$ cat src/hdl/page_frame_allocator_assert.svh
// Assertion macros used by the allocator RTL.
`ifndef PAGE_FRAME_ALLOCATOR_ASSERT_SVH
`define PAGE_FRAME_ALLOCATOR_ASSERT_SVH

// Same-cycle implication, checked outside reset.
`define PFA_ASSERT_NOW(label, ante, cons, msg) \
  label: assert property (@(posedge clk) disable iff (rst) (ante) |-> (cons)) \
    else $error(msg);

// Next-cycle implication, checked outside reset.
`define PFA_ASSERT_NEXT(label, ante, cons, msg) \
  label: assert property (@(posedge clk) disable iff (rst) (ante) |=> (cons)) \
    else $error(msg);

`endif

$ cat src/hdl/pfa_ram.sv
`timescale 1ns / 1ps
module pfa_ram #(
  parameter int WIDTH = 8,
  parameter int DEPTH = 16
) (
  input  logic                     clk,
  input  logic                     we,
  input  logic [$clog2(DEPTH)-1:0] waddr,
  input  logic [WIDTH-1:0]         wdata,
  input  logic [$clog2(DEPTH)-1:0] raddr,
  output logic [WIDTH-1:0]         rdata
);

  logic [WIDTH-1:0] mem [DEPTH];

  always_ff @(posedge clk) begin
    if (we) begin
      mem[waddr] <= wdata;
    end
    rdata <= mem[raddr];
  end

endmodule

$ cat config.mk
export PLATFORM = sky130hd
export DESIGN_NAME = pfa_ram
export DESIGN_NICKNAME = d
export VERILOG_FILES = /design/src/hdl/page_frame_allocator_assert.svh /design/src/hdl/pfa_ram.sv
export SDC_FILE = /design/constraint.sdc
export NUM_CORES = 1
export LEC_CHECK = 0
export BUFFER_PORTS_ARGS = -buffer_cell sky130_fd_sc_hd__buf_2
export CAP_MARGIN = 0
export CORE_ASPECT_RATIO = 1.4
export CORE_MARGIN = 2
export CORE_UTILIZATION = 35
export DETAILED_ROUTE_END_ITERATION = 12
export PLACE_DENSITY = 0.53
export SLEW_MARGIN = 25
export SYNTH_ARGS = -nofsm -noshare
export SYNTH_HDL_FRONTEND = slang
export SYNTH_SLANG_ARGS = --single-unit
$ cat constraint.sdc
create_clock -name clk -period 4.4 [get_ports clk]
set_input_delay 0 -clock clk [delete_from_list [all_inputs] [get_ports clk]]
set_output_delay 0 -clock clk [all_outputs]
set_load 0.01 [all_outputs]
==> metrics.cfg <==
[power]
vdd_drop_max_mv = 0.205
seqPwrFrac = 0.501
power.internal_mw = 2.33
clock_power_share = 0.452
leakagePower_nw = 2.00
p_sw_mw = 0.584
power_mw = 2.91
switching_share = 0.201
combPwrFrac = 0.047
power-per-cell-area_nw_per_um2 = 478

[clock_tree]
clk_path_buf_depth = 2
htreeDepth = 4
cts.sinks = 136
cts_resized = 0
cts.reportedPaths.clkPinSlew_ns = 0.06
clk-insertion-delay-late_ns = 0.41
cts_tree = built
cts_made_buffers = 17
root_buffer = clkbuf_16
ctsHoldBuffers = 8
cts_setup_buffers = 0

[route]
route.final.wire_length_um = 10600
vias_per_cell = 5.04
initialDrtViolationCount = 179
drc_errors = 0
firstDrtPassIters = 4
num_vias = 2391
ant_nets = 0
post_drt_wl_per_cell_um = 22.3

[die]
start_util = 0.356
core_area_um2 = 14400
fp.dieW_um = 106
dieArea_um2 = 15700
die_h_um = 147
rows = 52
boundaryPins = 26

[worst_setup_path]
cp_max_fo = 1
critPathArrivalTime_ns = 1.67
worst_setup_path_start_kind = flop
crit_buf_inv = 0
crit_family = multiplexers
critPathKind = reg -> reg
crit_slowest_cell = mux4_1
worstPathCellList = mux4_1, a22oi_1, nand2_1
crit_path_end_kind = flop
required_ns = 4.69
cp_slowest_stage_delay_ns = 0.50

[synth]
yosysTopAreaCell = edfxtp_1
synthTopCellsByArea = edfxtp_1 75%, mux4_2 7.9%, mux4_1 7.1%
synth.most_common_cell = edfxtp_1
synthesis.nets = 247
yosysUniqueCellTypes = 19
synth_seq_cells = 136
yosys_warnings = 0
synth_common_cells = 128 x edfxtp_1, 18 x mux4_2, 16 x a22oi_1
synthFlopType = edfxtp_1
syn-cell-area_um2 = 5150
synth_top_area_frac = 0.747
avgSynthCellArea_um2 = 22.5
synth_edf_count = 128
ys_seq_area_frac = 0.778
asyncSetResetFlopFracSynth = 0
syn_inst = 229

[placement]
dp_slack_ns = 2.67
gp_congestion = 0.680
io_buffer_count = 25
place_area_um2 = 5450
post-dp-hpwl_um = 6570

[timing]
min_period_ns = 1.37
finalCritPeriodShare = 0.312
finalSetupTns_ns = 0
rsz0062_at_grt = false
maxSlewViolCount = 0
hold_violations = 0
whs_ns = 0.0870
tightest_slew_ns = 1.06
finalSetupViolations = 0
finClkSkew_ns = 0.00593
relSlewSlack = 0.291
setup_slack_ns = 3.03
fmax_mhz = 728

[global_routing]
grt_max_degree = 33
antenna_found_initial = 0
gr-total-overflow = 0
grt_pass1_vias = 2550
grt.total_usage = 0.148
grt_pass1_wl_um = 16100

[run_status]
status = finished, final reports clean

[final_layout]
layout.nets = 290
area_growth_pct = 18.2
drive_gt1_frac = 0.267
num_antenna_cells = 0
final_cell_area_um2 = 6080

[flow_run]
drv_cap = 0

[worst_hold_path]
hp-class = in -> reg

worst reg2reg max path, delay by kind of cell, from the launching register on:
family / cells / cell delay, ns
muxes: 1 / 0.50
DFF: 1 / 0.36
AOI/OAI and AO/OA: 1 / 0.31
and+or+nand+nor: 1 / 0.09
metrics by stage:
stage / utilization / instances
2_1_floorplan: - / 229
3_3_place_gp: 0.377 / 434
3_5_place_dp: 0.377 / 434
4_1_cts: 0.421 / 474
5_1_grt: 0.421 / 474
6_report: 0.421 / 474
sequential cells by signal, summed over array words and instances, names as in the netlist:
name   cells
rdata      8
mem      128
cells in the final DEF (no fill, tap or decap), types with 5 or more instances in the layout:
cell and n:
a22oi_1 16, buf_2 24, clkbuf_16 17, clkinv_1 5, dfxtp_1 8, dlygate4sd3_1 8
edfxtp_1 128, mux4_1 14, mux4_2 18, nand2_1 9, nor2_1 9
cell families (layout without fill, tap and decap cells):
kind of cell / after synthesis / after routing / synth area share
multiplexers: 32 / 32 / 0.150
AND/OR/NAND/NOR: 35 / 35 / 0.0318
buffers and inverters: 10 / 66 / 0.0168
AO/OA/AOI/OAI: 16 / 16 / 0.0233
flip-flops: 136 / 136 / 0.778
path summary, 6_finish.rpt:
path / start / to / slack, ns / cells past startpoint
setup reg to reg: mem[1][1]$_DFFE_PP_ / rdata[1]$_DFF_P_ / 3.03 / 3
hold / removal: waddr[0] / mem[4][5]$_DFFE_PP_ / 0.09 / 2
hold reg to reg: mem[4][3]$_DFFE_PP_ / rdata[3]$_DFF_P_ / 0.65 / 3
setup / recovery: mem[1][1]$_DFFE_PP_ / rdata[1]$_DFF_P_ / 3.03 / 3
power by group through the flow:
stage	Combinational (mW)	Clock, mW	Sequential [mW]
2_1_floorplan	0.0735	0	1.49
3_3_place_gp	0.133	0	1.48
3_5_place_dp	0.135	0	1.48
4_1_cts	0.140	1.34	1.46
5_1_grt	0.151	1.39	1.46
6_report	0.137	1.32	1.46
per-layer routing:
layer  GRT usage  vias to the layer above  wire length, µm
li1            -                     1056                -
met1       0.187                     1265             4450
met2       0.245                       61             5580
met3      0.0414                        9              399
met4      0.0552                        0              156
met5           0                        -                0
final cells by class:
type | count | area [µm²]
Fill cell | 1324 | 8360
Sequential cell | 136 | 4000
Multi-Input combinational cell | 83 | 1080
Clock buffer | 20 | 437
Tap cell | 189 | 236
Timing Repair Buffer | 34 | 215
Clock inverter | 12 | 109
Note: power is estimated with default switching activity, not from simulation.
